`src/hdl/bct_pkg.sv`:
```
// Shared types and codes for the byte table with valid bits.
// No dependencies; imported by every module of the block.
`timescale 1ns / 1ps

package bct_pkg;

   typedef enum logic [2:0] {
      OP_READ    = 3'd0,
      OP_WRITE   = 3'd1,
      OP_APPEND  = 3'd2,
      OP_POP     = 3'd3,
      OP_REMOVE  = 3'd4,
      OP_REPLACE = 3'd5,
      OP_FIND    = 3'd6,
      OP_NOP     = 3'd7
   } op_type;

   localparam logic [2:0] ST_OK      = 3'd0;
   localparam logic [2:0] ST_RANGE   = 3'd1;
   localparam logic [2:0] ST_MISS    = 3'd2;
   localparam logic [2:0] ST_FULL    = 3'd3;
   localparam logic [2:0] ST_NOVALID = 3'd4;

   localparam logic [1:0] CSR_ENTRIES   = 2'd0;
   localparam logic [1:0] CSR_EMPTY     = 2'd1;
   localparam logic [1:0] CSR_USE_VALID = 2'd2;

   // One stored word: valid flag plus the byte.
   typedef struct packed {
      logic       vld;
      logic [7:0] val;
   } entry_type;

endpackage

```
`src/hdl/bct_ram.sv`:
```
// Single-port table memory, read-first, registered read data.
// Depends on bct_pkg for the entry word type.
`timescale 1ns / 1ps

module bct_ram #(
   parameter int DEPTH = 256,
   parameter int AW    = 8
) (
   input  logic                clock,
   input  logic                we,
   input  logic [AW-1:0]       addr,
   input  bct_pkg::entry_type  wdata,
   output bct_pkg::entry_type  rdata
);
   import bct_pkg::*;

   entry_type mem [DEPTH];
   entry_type rdata_ff;

   always_ff @(posedge clock) begin
      if (we) begin
         mem[addr] <= wdata;
      end
      rdata_ff <= mem[addr];
   end

   assign rdata = rdata_ff;

endmodule

```
`src/hdl/bct_cmp.sv`:
```
// Shared entry compare unit: key match for searches, free-slot test for append.
// Depends on bct_pkg for opcodes and the entry word type.
`timescale 1ns / 1ps

module bct_cmp (
   input  bct_pkg::op_type    op,
   input  bct_pkg::entry_type word,
   input  logic [7:0]         key,
   input  logic               use_valid,
   output logic               hit
);
   import bct_pkg::*;

   always_comb begin
      if (op == OP_APPEND) begin
         hit = !word.vld;
      end else begin
         hit = (!use_valid || word.vld) && (word.val == key);
      end
   end

endmodule

```
`src/hdl/byte_table_with_valid_bits.sv`:
```
// Byte table with per-entry valid bits and first-match search.
// Top level: sequencer and config registers; uses bct_pkg, bct_ram, bct_cmp.
`timescale 1ns / 1ps

// Usage
//   Request channel (req_*): valid/stall. A transaction carries req_type,
//   req_slot, req_value and req_new_value. Response channel (rsp_*): one
//   transaction per request with rsp_data, rsp_position and rsp_status.
//   Config port (csr_*): write-only, taken whenever csr_write is high; write
//   it only while no request is in flight.
// Sequencing (one request at a time):
//   read, write, pop in range: slot read (S_SLOT), commit (S_COMMIT), response (S_FINISH).
//   out-of-range slot, append with valid bits off, nop: straight to S_FINISH.
//   remove, replace, find, append: one table entry per cycle through the
//   single memory port and the shared compare unit, over the first size
//   entries (size = min(entries_in_use, DEPTH)), stopping early on a hit.
// Reset: synchronous, active high. After reset a clearing pass zeroes every
//   word and valid bit; req_stall stays high during it.
// Receiver stall: the response sits in an output register; the request
//   side is freed at once, and a following request finishes only when the
//   output register has been emptied.
module byte_table_with_valid_bits #(
   parameter int DEPTH = 256
) (
   input  logic       clock,
   input  logic       reset,

   input  logic       req_valid,
   output logic       req_stall,
   input  logic [2:0] req_type,
   input  logic [7:0] req_slot,
   input  logic [7:0] req_value,
   input  logic [7:0] req_new_value,

   output logic       rsp_valid,
   input  logic       rsp_stall,
   output logic [7:0] rsp_data,
   output logic [8:0] rsp_position,
   output logic [2:0] rsp_status,

   input  logic       csr_write,
   input  logic [1:0] csr_index,
   input  logic [8:0] csr_wdata
);
   import bct_pkg::*;

   localparam int AW = (DEPTH > 1) ? $clog2(DEPTH) : 1;
   // counter width: holds DEPTH and any 9-bit register value
   localparam int SW = (AW + 1 > 9) ? AW + 1 : 9;

   typedef enum logic [5:0] {
      S_CLEAR  = 6'b000001,
      S_IDLE   = 6'b000010,
      S_SLOT   = 6'b000100,
      S_SCAN   = 6'b001000,
      S_COMMIT = 6'b010000,
      S_FINISH = 6'b100000
   } state_type;

   // config registers
   logic [8:0] entries_ff, entries_in;
   logic [7:0] empty_ff, empty_in;
   logic       usev_ff, usev_in;

   // sequencer
   state_type   state_ff, state_in;
   op_type      op_ff, op_in;
   logic [7:0]  key_ff, key_in;
   logic [7:0]  repl_ff, repl_in;
   logic [SW-1:0] issue_ff, issue_in;
   logic [SW-1:0] chk_ff, chk_in;
   logic        chk_vld_ff, chk_vld_in;
   logic [SW-1:0] tgt_ff, tgt_in;
   entry_type   word_ff, word_in;
   logic [7:0]  res_data_ff, res_data_in;
   logic [8:0]  res_pos_ff, res_pos_in;
   logic [2:0]  res_status_ff, res_status_in;

   // output register
   logic        rsp_valid_ff, rsp_valid_in;
   logic [7:0]  rsp_data_ff, rsp_data_in;
   logic [8:0]  rsp_pos_ff, rsp_pos_in;
   logic [2:0]  rsp_status_ff, rsp_status_in;

   logic [SW-1:0] size;
   logic          accept;
   logic          ram_we;
   logic [AW-1:0] ram_addr;
   entry_type     ram_wdata;
   entry_type     ram_q;
   logic          cmp_hit;

   assign size = (SW'(entries_ff) > SW'(DEPTH)) ? SW'(DEPTH) : SW'(entries_ff);
   assign req_stall = (state_ff != S_IDLE);
   assign accept = req_valid && !req_stall;

   bct_ram #(.DEPTH(DEPTH), .AW(AW)) u_ram (
      .clock (clock),
      .we    (ram_we),
      .addr  (ram_addr),
      .wdata (ram_wdata),
      .rdata (ram_q)
   );

   bct_cmp u_cmp (
      .op        (op_ff),
      .word      (ram_q),
      .key       (key_ff),
      .use_valid (usev_ff),
      .hit       (cmp_hit)
   );

   // config writes
   always_comb begin
      entries_in = entries_ff;
      empty_in   = empty_ff;
      usev_in    = usev_ff;
      if (csr_write) begin
         case (csr_index)
            CSR_ENTRIES:   entries_in = csr_wdata;
            CSR_EMPTY:     empty_in   = csr_wdata[7:0];
            CSR_USE_VALID: usev_in    = csr_wdata[0];
            default: ;
         endcase
      end
   end

   // sequencer
   always_comb begin
      state_in      = state_ff;
      op_in         = op_ff;
      key_in        = key_ff;
      repl_in       = repl_ff;
      issue_in      = issue_ff;
      chk_in        = chk_ff;
      chk_vld_in    = chk_vld_ff;
      tgt_in        = tgt_ff;
      word_in       = word_ff;
      res_data_in   = res_data_ff;
      res_pos_in    = res_pos_ff;
      res_status_in = res_status_ff;
      rsp_valid_in  = rsp_valid_ff && rsp_stall;
      rsp_data_in   = rsp_data_ff;
      rsp_pos_in    = rsp_pos_ff;
      rsp_status_in = rsp_status_ff;
      ram_we        = 1'b0;
      ram_addr      = AW'(issue_ff);
      ram_wdata     = '0;

      case (state_ff)
         S_CLEAR: begin
            ram_we = 1'b1;
            if (issue_ff == SW'(DEPTH - 1)) begin
               issue_in = '0;
               state_in = S_IDLE;
            end else begin
               issue_in = issue_ff + 1'b1;
            end
         end

         S_IDLE: begin
            ram_addr = AW'(req_slot);
            if (accept) begin
               op_in         = op_type'(req_type);
               key_in        = req_value;
               repl_in       = req_new_value;
               issue_in      = '0;
               chk_vld_in    = 1'b0;
               tgt_in        = SW'(req_slot);
               res_data_in   = empty_ff;
               res_pos_in    = 9'(size);
               res_status_in = ST_OK;
               case (op_type'(req_type))
                  OP_READ, OP_WRITE, OP_POP: begin
                     if (SW'(req_slot) >= size) begin
                        res_status_in = ST_RANGE;
                        state_in      = S_FINISH;
                     end else begin
                        state_in = S_SLOT;
                     end
                  end
                  OP_APPEND: begin
                     if (!usev_ff) begin
                        res_status_in = ST_NOVALID;
                        state_in      = S_FINISH;
                     end else begin
                        state_in = S_SCAN;
                     end
                  end
                  OP_REMOVE, OP_REPLACE, OP_FIND: state_in = S_SCAN;
                  default: state_in = S_FINISH;
               endcase
            end
         end

         S_SLOT: begin
            word_in  = ram_q;
            state_in = S_COMMIT;
         end

         // one read issued per cycle; compare checks the registered read data of the last issued read
         S_SCAN: begin
            if (chk_vld_ff && cmp_hit) begin
               tgt_in   = chk_ff;
               word_in  = ram_q;
               state_in = S_COMMIT;
            end else if (issue_ff < size) begin
               chk_in     = issue_ff;
               chk_vld_in = 1'b1;
               issue_in   = issue_ff + 1'b1;
            end else begin
               res_status_in = (op_ff == OP_APPEND) ? ST_FULL : ST_MISS;
               state_in      = S_FINISH;
            end
         end

         S_COMMIT: begin
            ram_addr   = AW'(tgt_ff);
            res_pos_in = 9'(tgt_ff);
            case (op_ff)
               OP_READ: res_data_in = word_ff.val;
               OP_WRITE: begin
                  ram_we    = 1'b1;
                  ram_wdata = '{vld: usev_ff | word_ff.vld, val: key_ff};
               end
               OP_POP: begin
                  res_data_in = word_ff.val;
                  ram_we      = 1'b1;
                  ram_wdata   = '{vld: !usev_ff & word_ff.vld, val: empty_ff};
               end
               OP_APPEND: begin
                  ram_we    = 1'b1;
                  ram_wdata = '{vld: 1'b1, val: key_ff};
               end
               OP_REMOVE: begin
                  ram_we    = 1'b1;
                  ram_wdata = '{vld: !usev_ff & word_ff.vld, val: empty_ff};
               end
               OP_REPLACE: begin
                  ram_we    = 1'b1;
                  ram_wdata = '{vld: word_ff.vld, val: repl_ff};
               end
               default: ;
            endcase
            state_in = S_FINISH;
         end

         S_FINISH: begin
            if (!rsp_valid_ff || !rsp_stall) begin
               rsp_valid_in  = 1'b1;
               rsp_data_in   = res_data_ff;
               rsp_pos_in    = res_pos_ff;
               rsp_status_in = res_status_ff;
               state_in      = S_IDLE;
            end
         end

         default: state_in = S_CLEAR;
      endcase
   end

   always_ff @(posedge clock) begin
      if (reset) begin
         entries_ff   <= 9'd256;
         empty_ff     <= 8'd0;
         usev_ff      <= 1'b1;
         state_ff     <= S_CLEAR;
         issue_ff     <= '0;
         chk_vld_ff   <= 1'b0;
         rsp_valid_ff <= 1'b0;
      end else begin
         entries_ff   <= entries_in;
         empty_ff     <= empty_in;
         usev_ff      <= usev_in;
         state_ff     <= state_in;
         issue_ff     <= issue_in;
         chk_vld_ff   <= chk_vld_in;
         rsp_valid_ff <= rsp_valid_in;
      end
   end

   always_ff @(posedge clock) begin
      op_ff         <= op_in;
      key_ff        <= key_in;
      repl_ff       <= repl_in;
      chk_ff        <= chk_in;
      tgt_ff        <= tgt_in;
      word_ff       <= word_in;
      res_data_ff   <= res_data_in;
      res_pos_ff    <= res_pos_in;
      res_status_ff <= res_status_in;
      rsp_data_ff   <= rsp_data_in;
      rsp_pos_ff    <= rsp_pos_in;
      rsp_status_ff <= rsp_status_in;
   end

   assign rsp_valid    = rsp_valid_ff;
   assign rsp_data     = rsp_data_ff;
   assign rsp_position = rsp_pos_ff;
   assign rsp_status   = rsp_status_ff;

   // a request never completes in the cycle it is taken
   a_busy_after_accept: assert property (@(posedge clock) disable iff (reset)
      accept |=> req_stall)
      else $error("request port free right after accept");

   // commit always targets an entry in use
   a_commit_in_range: assert property (@(posedge clock) disable iff (reset)
      (state_ff == S_COMMIT) |-> (tgt_ff < size))
      else $error("commit outside the in-use range");

   // no response while the clearing pass runs
   a_no_rsp_in_clear: assert property (@(posedge clock) disable iff (reset)
      (state_ff == S_CLEAR) |-> !rsp_valid_ff)
      else $error("response during clearing pass");

   // a scan hit moves straight to commit
   a_hit_commits: assert property (@(posedge clock) disable iff (reset)
      (state_ff == S_SCAN && chk_vld_ff && cmp_hit) |=> (state_ff == S_COMMIT))
      else $error("scan hit not committed");

endmodule
```
`config.mk`:
```
export PLATFORM = sky130hd
export DESIGN_NAME = byte_table_with_valid_bits
export DESIGN_NICKNAME = d
export VERILOG_FILES = /design/src/hdl/bct_pkg.sv /design/src/hdl/bct_ram.sv /design/src/hdl/bct_cmp.sv /design/src/hdl/byte_table_with_valid_bits.sv
export SDC_FILE = /design/constraint.sdc
export NUM_CORES = 2
export LEC_CHECK = 0
export BUFFER_PORTS_ARGS = -buffer_cell sky130_fd_sc_hd__buf_2
export CAP_MARGIN = 20
export CELL_PAD_IN_SITES_DETAIL_PLACEMENT = 0
export CELL_PAD_IN_SITES_GLOBAL_PLACEMENT = 1
export CORE_MARGIN = 2
export CORE_UTILIZATION = 45
export DETAILED_ROUTE_END_ITERATION = 6
export PLACE_DENSITY_LB_ADDON = 0.1
export SYNTH_ARGS = -nofsm -noshare
export SYNTH_HDL_FRONTEND = slang
export SYNTH_SLANG_ARGS = --single-unit
```
`constraint.sdc`:
```
create_clock -name clock -period 26.7 [get_ports clock]
set_input_delay 4.005 -clock clock [delete_from_list [all_inputs] [get_ports clock]]
set_output_delay 4.005 -clock clock [all_outputs]
set_load 0.01 [all_outputs]
```
Word-level counts from Yosys, hierarchy flattened
Memories as Yosys holds them, arrays and structs flattened. A register that Yosys moved wholly into a read port is not among the register bits.
Cells that the tools add are included.
- register bits after elaboration: 121
- bits in writable memories: 2304
- bits of input ports: 43
- output and inout port bits: 22
- word-level logic and storage cells: 143
- memories kept: 1
- add/sub/neg operators: 1
- magnitude comparators: 3
- equal/unequal tests: 31
- mux-type cells: 47
- bitwise operators: 3
- reduce and logical (&&, ||, !) cells: 37
- memory list (memory ; depth ; bits a word ; read ports ; clocked after Yosys merged registers in ; wr ports ; line ; RTL):
    u_ram.mem ; 256 ; 9 ; 1 ; 1 ; 1 ; bct_ram.sv:17 ; entry_type mem [DEPTH];
- operator list (kind ; count):
    $mux 9 ; 10
    $pmux 9 s2 ; 3
    $mux 6 ; 7
    $pmux 6 s6 ; 1
    $pmux 9 s4 ; 1
    $pmux 8 s2 ; 2
    $pmux 9 s3 ; 1
    $pmux 6 s3 ; 1
    $mux 8 ; 2
    $ne 2x2->1 const B ; 8
    $reduce_and 4->1 ; 4
    $eq 3x3->1 const B ; 5
    $reduce_and 2->1 ; 7
    $eq 3x2->1 const B ; 4
    $mux 3 ; 4
    $pmux 3 s2 ; 2
    $mux 1 ; 11
    $add 9x1->9 const B ; 1
    $eq 9x8->1 const B ; 1
    $ge 8x9->1 ; 1
    $gt 9x9->1 const B ; 1
    $lt 9x9->1 ; 1
    $reduce_and 3->1 ; 3
    $eq 8x8->1 ; 1
    other kinds (25) ; 40

Longest topological paths before layout
- word-level depth: 7
- depth in mapped cells: 15
- depth with buffers taken out: 12

By module
A second synthesis with hierarchy kept.
- cell total of the unflattened synthesis: 4420
- area total of the unflattened synthesis: 93444.6 µm²
- by module, submodules not included (module ; instances ; cells an instance ; area each (µm²) ; sequential area each (µm²)):
    bct_ram ; 1 ; 3945 ; 88016.9 ; 69366.5
    byte_table_with_valid_bits ; 1 ; 461 ; 5311.3 ; 3283.1
    bct_cmp ; 1 ; 14 ; 116.4 ; 0.0

Worst setup path after synthesis
No wires, ideal clock.
- path kind: register -> register
- from: register state_ff[1]
- to: memory u_ram.mem[0][0] in the netlist's numbering, data pin
- setup time: 1393 ps
- data arrival time: 7304 ps
- data required time: 25307 ps
- path slack: 18002 ps
- cell stages (with the launch flop): 8
- buffers on the path: 3
- period minus slack after synthesis: 8698 ps
- path through: dfxtp_1 > buf_2 > nor4_2 > and3b_1 > buf_4 > buf_2 > nand2_1 > nor2_1
- RTL lines (element ; line ; RTL):
    start: declaration ; byte_table_with_valid_bits.sv:66 ; state_type state_ff, state_in;
    start signal: assignment ; byte_table_with_valid_bits.sv:275 ; state_ff <= state_in;
    end: declaration ; bct_ram.sv:17 ;

Worst setup path after layout
- from: input port req_slot[0]
- to: register, netlist name u_ram.rdata[4]
- cells in the longest elaborated chain, start to end: 1
- RTL lines (element ; line ; RTL):
    start: declaration ; byte_table_with_valid_bits.sv:31 ; input logic [7:0] req_slot,
    $pmux 8 s2 ; byte_table_with_valid_bits.sv:150 ; case (state_ff)
No other way between the ends.
A chain may end at the register's enable or synchronous reset.

==> results.yml <==
outcome:
  status: "finished, final reports clean"
sta:
  tns_ns: 0
  setup_violations: 0
  hold_viol: 0
  fin_crit_sh_pct: 36.4
  rsz0062_at_grt: "no"
  fmax_ghz: 0.103
  clock_skew_ns: 0.0453
  tightest_slew_ns: 1.18
  finalMaxSlewViolations: 0
  period_needed_ns: 9.71
  slew_headroom_pct: 20.4
floorplanning:
  num_rows: 167
  initial_core_util_pct: 45.2
  coreArea_um2: 207000
  pin_count: 65
  fp.dieH_um: 460
  die_x_um: 460
  dieArea_um2: 211000
placement:
  port_buffers: 64
  dpl.hpwl_mm: 138
  dp.cells: 7010
  place.gp.congestion: 0.786
yosys:
  synth_edf_count: 2390
  synthesis.area_um2: 93400
  yosys.area_share.adder_pct: 0.254
  avgSynthCellArea_um2: 21.2
  synthTopCellsByArea: "edfxtp_1 77%, mux4_2 14%, a22oi_1 2.4%, nor2_1 1.3%, dfxtp_1 0.94%"
  yosysMostFrequentCell: "edfxtp_1"
  synthXorXnorAreaFrac_pct: 0.159
  synth.area.mux_share_pct: 14.1
  ys_types: 57
  synth-main-ff-cell: "edfxtp_1"
  async_flop_share_pct: 0
  synth-simple-area-share_pct: 2.27
  ys_seq_area_share_pct: 77.8
  synth-compound-area-share_pct: 4.06
  syn_nets: 4461
  synth_top_area_share_pct: 76.8
  synth_top_area_cell: "edfxtp_1"
  syn_inst: 4399
  ys_warn_count: 0
  yosys-top-cells-count: "2,390 x edfxtp_1, 576 x mux4_2, 323 x nor2_1, 294 x a22oi_1, 159 x a21oi_1"
  synth_seq_cells: 2434
  synth_top_family_by_area: "multiplexers"
cells_and_area:
  nNetsFinal: 4655
  area_growth_pct: 12.8
  layout.cells.non_filler: 7480
  drive_above_1_share_pct: 24.5
drt:
  post-route-drc-count: 0
  via_per_inst: 6.07
  initialDrtViolationCount: 4890
  dr_total_vias: 45400
  drtAntennaViolNets: 0
  wirelength_mm: 244
  wl_per_cell_um: 32.7
  dr.pass1.iters: 6
hold_path:
  holdPathStages: 0
  worstHoldPathType: "flop to flop"
  hold_start: "res_status_ff[1]$_SDFFCE_PP1P_"
  whs_endpoint: "rsp_status[1]$_DFFE_PP_"
power:
  p_leak_nw: 37.9
  ir_drop_uv: 75.7
  power.density_nw_per_um2: 82.9
critical_path:
  r2r-end: "u_ram.rdata[4]$_DFF_P_"
  cp.required_ns: 27.45
  crit_fanout: 88
  cp.arrival_ns: 10.46
  start_kind: "input port"
  rrSetupSlack_ns: 18.89
  r2r_start: "state_ff[5]$_SDFFE_PP0P_"
  crit_start: "req_slot[0]"
  worstSetupEndpointType: "flop"
  r2r_cells: 15
  crit_type: "input port to flop"
clock_tree:
  cts_resized: 0
  htree_levels: 5
  clock-sinks: 2434
  clock_latency_ns: 0.91
  clk_pin_slew_ns: 0.06
  cts.path.max_buffers: 4
  cts_tree: "yes"
  cts_made_buffers: 277
  post_cts_buffers: 0
  hold_buffers: 0
  cts_root_buf: "clkbuf_16"
global_routing:
  antenna_found_initial: 12
  grt_pass1_vias: 46000
  track_usage_pct: 23.2
  grt_max_degree: 221
  grt_overflow: 0
  grt_pass1_wl_mm: 347
job:
  drv_cap: 0
[final cells by class]
cell class / count / area, µm²
tap: 2704 / 3380
multi-input combinational: 1685 / 19800
antenna: 1 / 2.50
clock buffer: 349 / 7350
timing repair buffer: 185 / 1410
fill: 16400 / 101000
inverter: 10 / 37.5
clock inverter: 112 / 813
sequential: 2434 / 72600
[report_power, final]
part / switching (W) / internal [W] / total [W]
registers: 0.0000405 / 0.00417 / 0.00421
clock network: 0.00146 / 0.00205 / 0.00351
logic: 0.000642 / 0.000374 / 0.00102
[routing by layer]
metal | global-route usage, % | vias up | share of wire [%]
met5 | 0 | - | 0.011
met4 | 6.02 | 4 | 2.4
met3 | 4.22 | 357 | 6.8
met2 | 36.4 | 1604 | 48
met1 | 33.6 | 24600 | 43
li1 | - | 18800 | -
[cells in the final DEF, fill, tap and decap left out, drive strengths merged, types with 8 or more instances in the layout]
master	n
edfxtp	2390
mux4	576
clkbuf	349
nor2	324
a22oi	294
buf	185
a21oi	159
nand2	104
clkinv	94
dfxtp	44
o41ai	29
ha	19
mux2i	18
inv	14
nand2b	12
xnor2	12
bufinv	12
nor4	12
o21ai	11
nor3	10
o2111ai	9
a21o	9
a222oi	8
[worst max-delay path by stage]
stage | end | cells past startpoint
2_1_floorplan | u_ram.mem[0][0]$_DFFE_PP_ | 7
3_3_place_gp | u_ram.rdata[5]$_DFF_P_ | 12
3_5_place_dp | u_ram.rdata[4]$_DFF_P_ | 12
4_1_cts | u_ram.rdata[8]$_DFF_P_ | 12
5_1_grt | u_ram.rdata[8]$_DFF_P_ | 12
6_report | u_ram.rdata[4]$_DFF_P_ | 12
[per-stage QoR]
stage / hold slack, ns / util, % / setup WS (ns) / instance area [µm²] / power (W)
after global placement: 0.403 / 46.9 / 15.59 / 96900 / 0.00534
after CTS: 0.418 / 50.9 / 16.74 / 105000 / 0.00882
after floorplan: 0.400 / - / 18.00 / 93400 / 0.00502
after detailed placement: 0.405 / 47.0 / 15.77 / 97100 / 0.00534
after global routing: 0.424 / 51.0 / 16.48 / 105000 / 0.00901
final: 0.416 / 51.0 / 16.99 / 105000 / 0.00874
[state kept, by name, indices dropped and copies added (netlist names)]
| name | count |
|---|---|
| u_ram.mem | 2304 |
| empty_ff | 8 |
| op_ff | 3 |
| repl_ff | 8 |
| rsp_position | 9 |
| chk_ff | 9 |
| key_ff | 8 |
| issue_ff | 9 |
| entries_ff | 9 |
| res_status_ff | 3 |
| res_data_ff | 8 |
| tgt_ff | 9 |
| state_ff | 6 |
| rsp_valid | 1 |
| u_ram.rdata | 9 |
| res_pos_ff | 9 |
| usev_ff | 1 |
| word_ff | 9 |
| chk_vld_ff | 1 |
| rsp_status | 3 |
| rsp_data | 8 |
[logic make-up (layout without fill, tap and decap cells)]
kind of cell               count (synthesis)  after routing
AOI/OAI and AO/OA                        546            546
xor gates and xnor gates                  17             17
adders and majority gates                 19             19
buffers and inverters                    280            656
DFF                                     2434           2434
muxes                                    595            595
other                                      0              1
and+or+nand+nor                          508            508
[critical path: stages]
cell	delay, ns
buf_2	0.11
a22oi_1	0.22
and2_4	0.72
buf_12	0.61
buf_4	0.83
buf_4	0.64
buf_4	0.81
mux4_2	0.61
a22oi_1	0.33
a21oi_1	0.14
nor4_1	0.99
o2111ai_1	0.16
(Power assumes the default switching activity.)
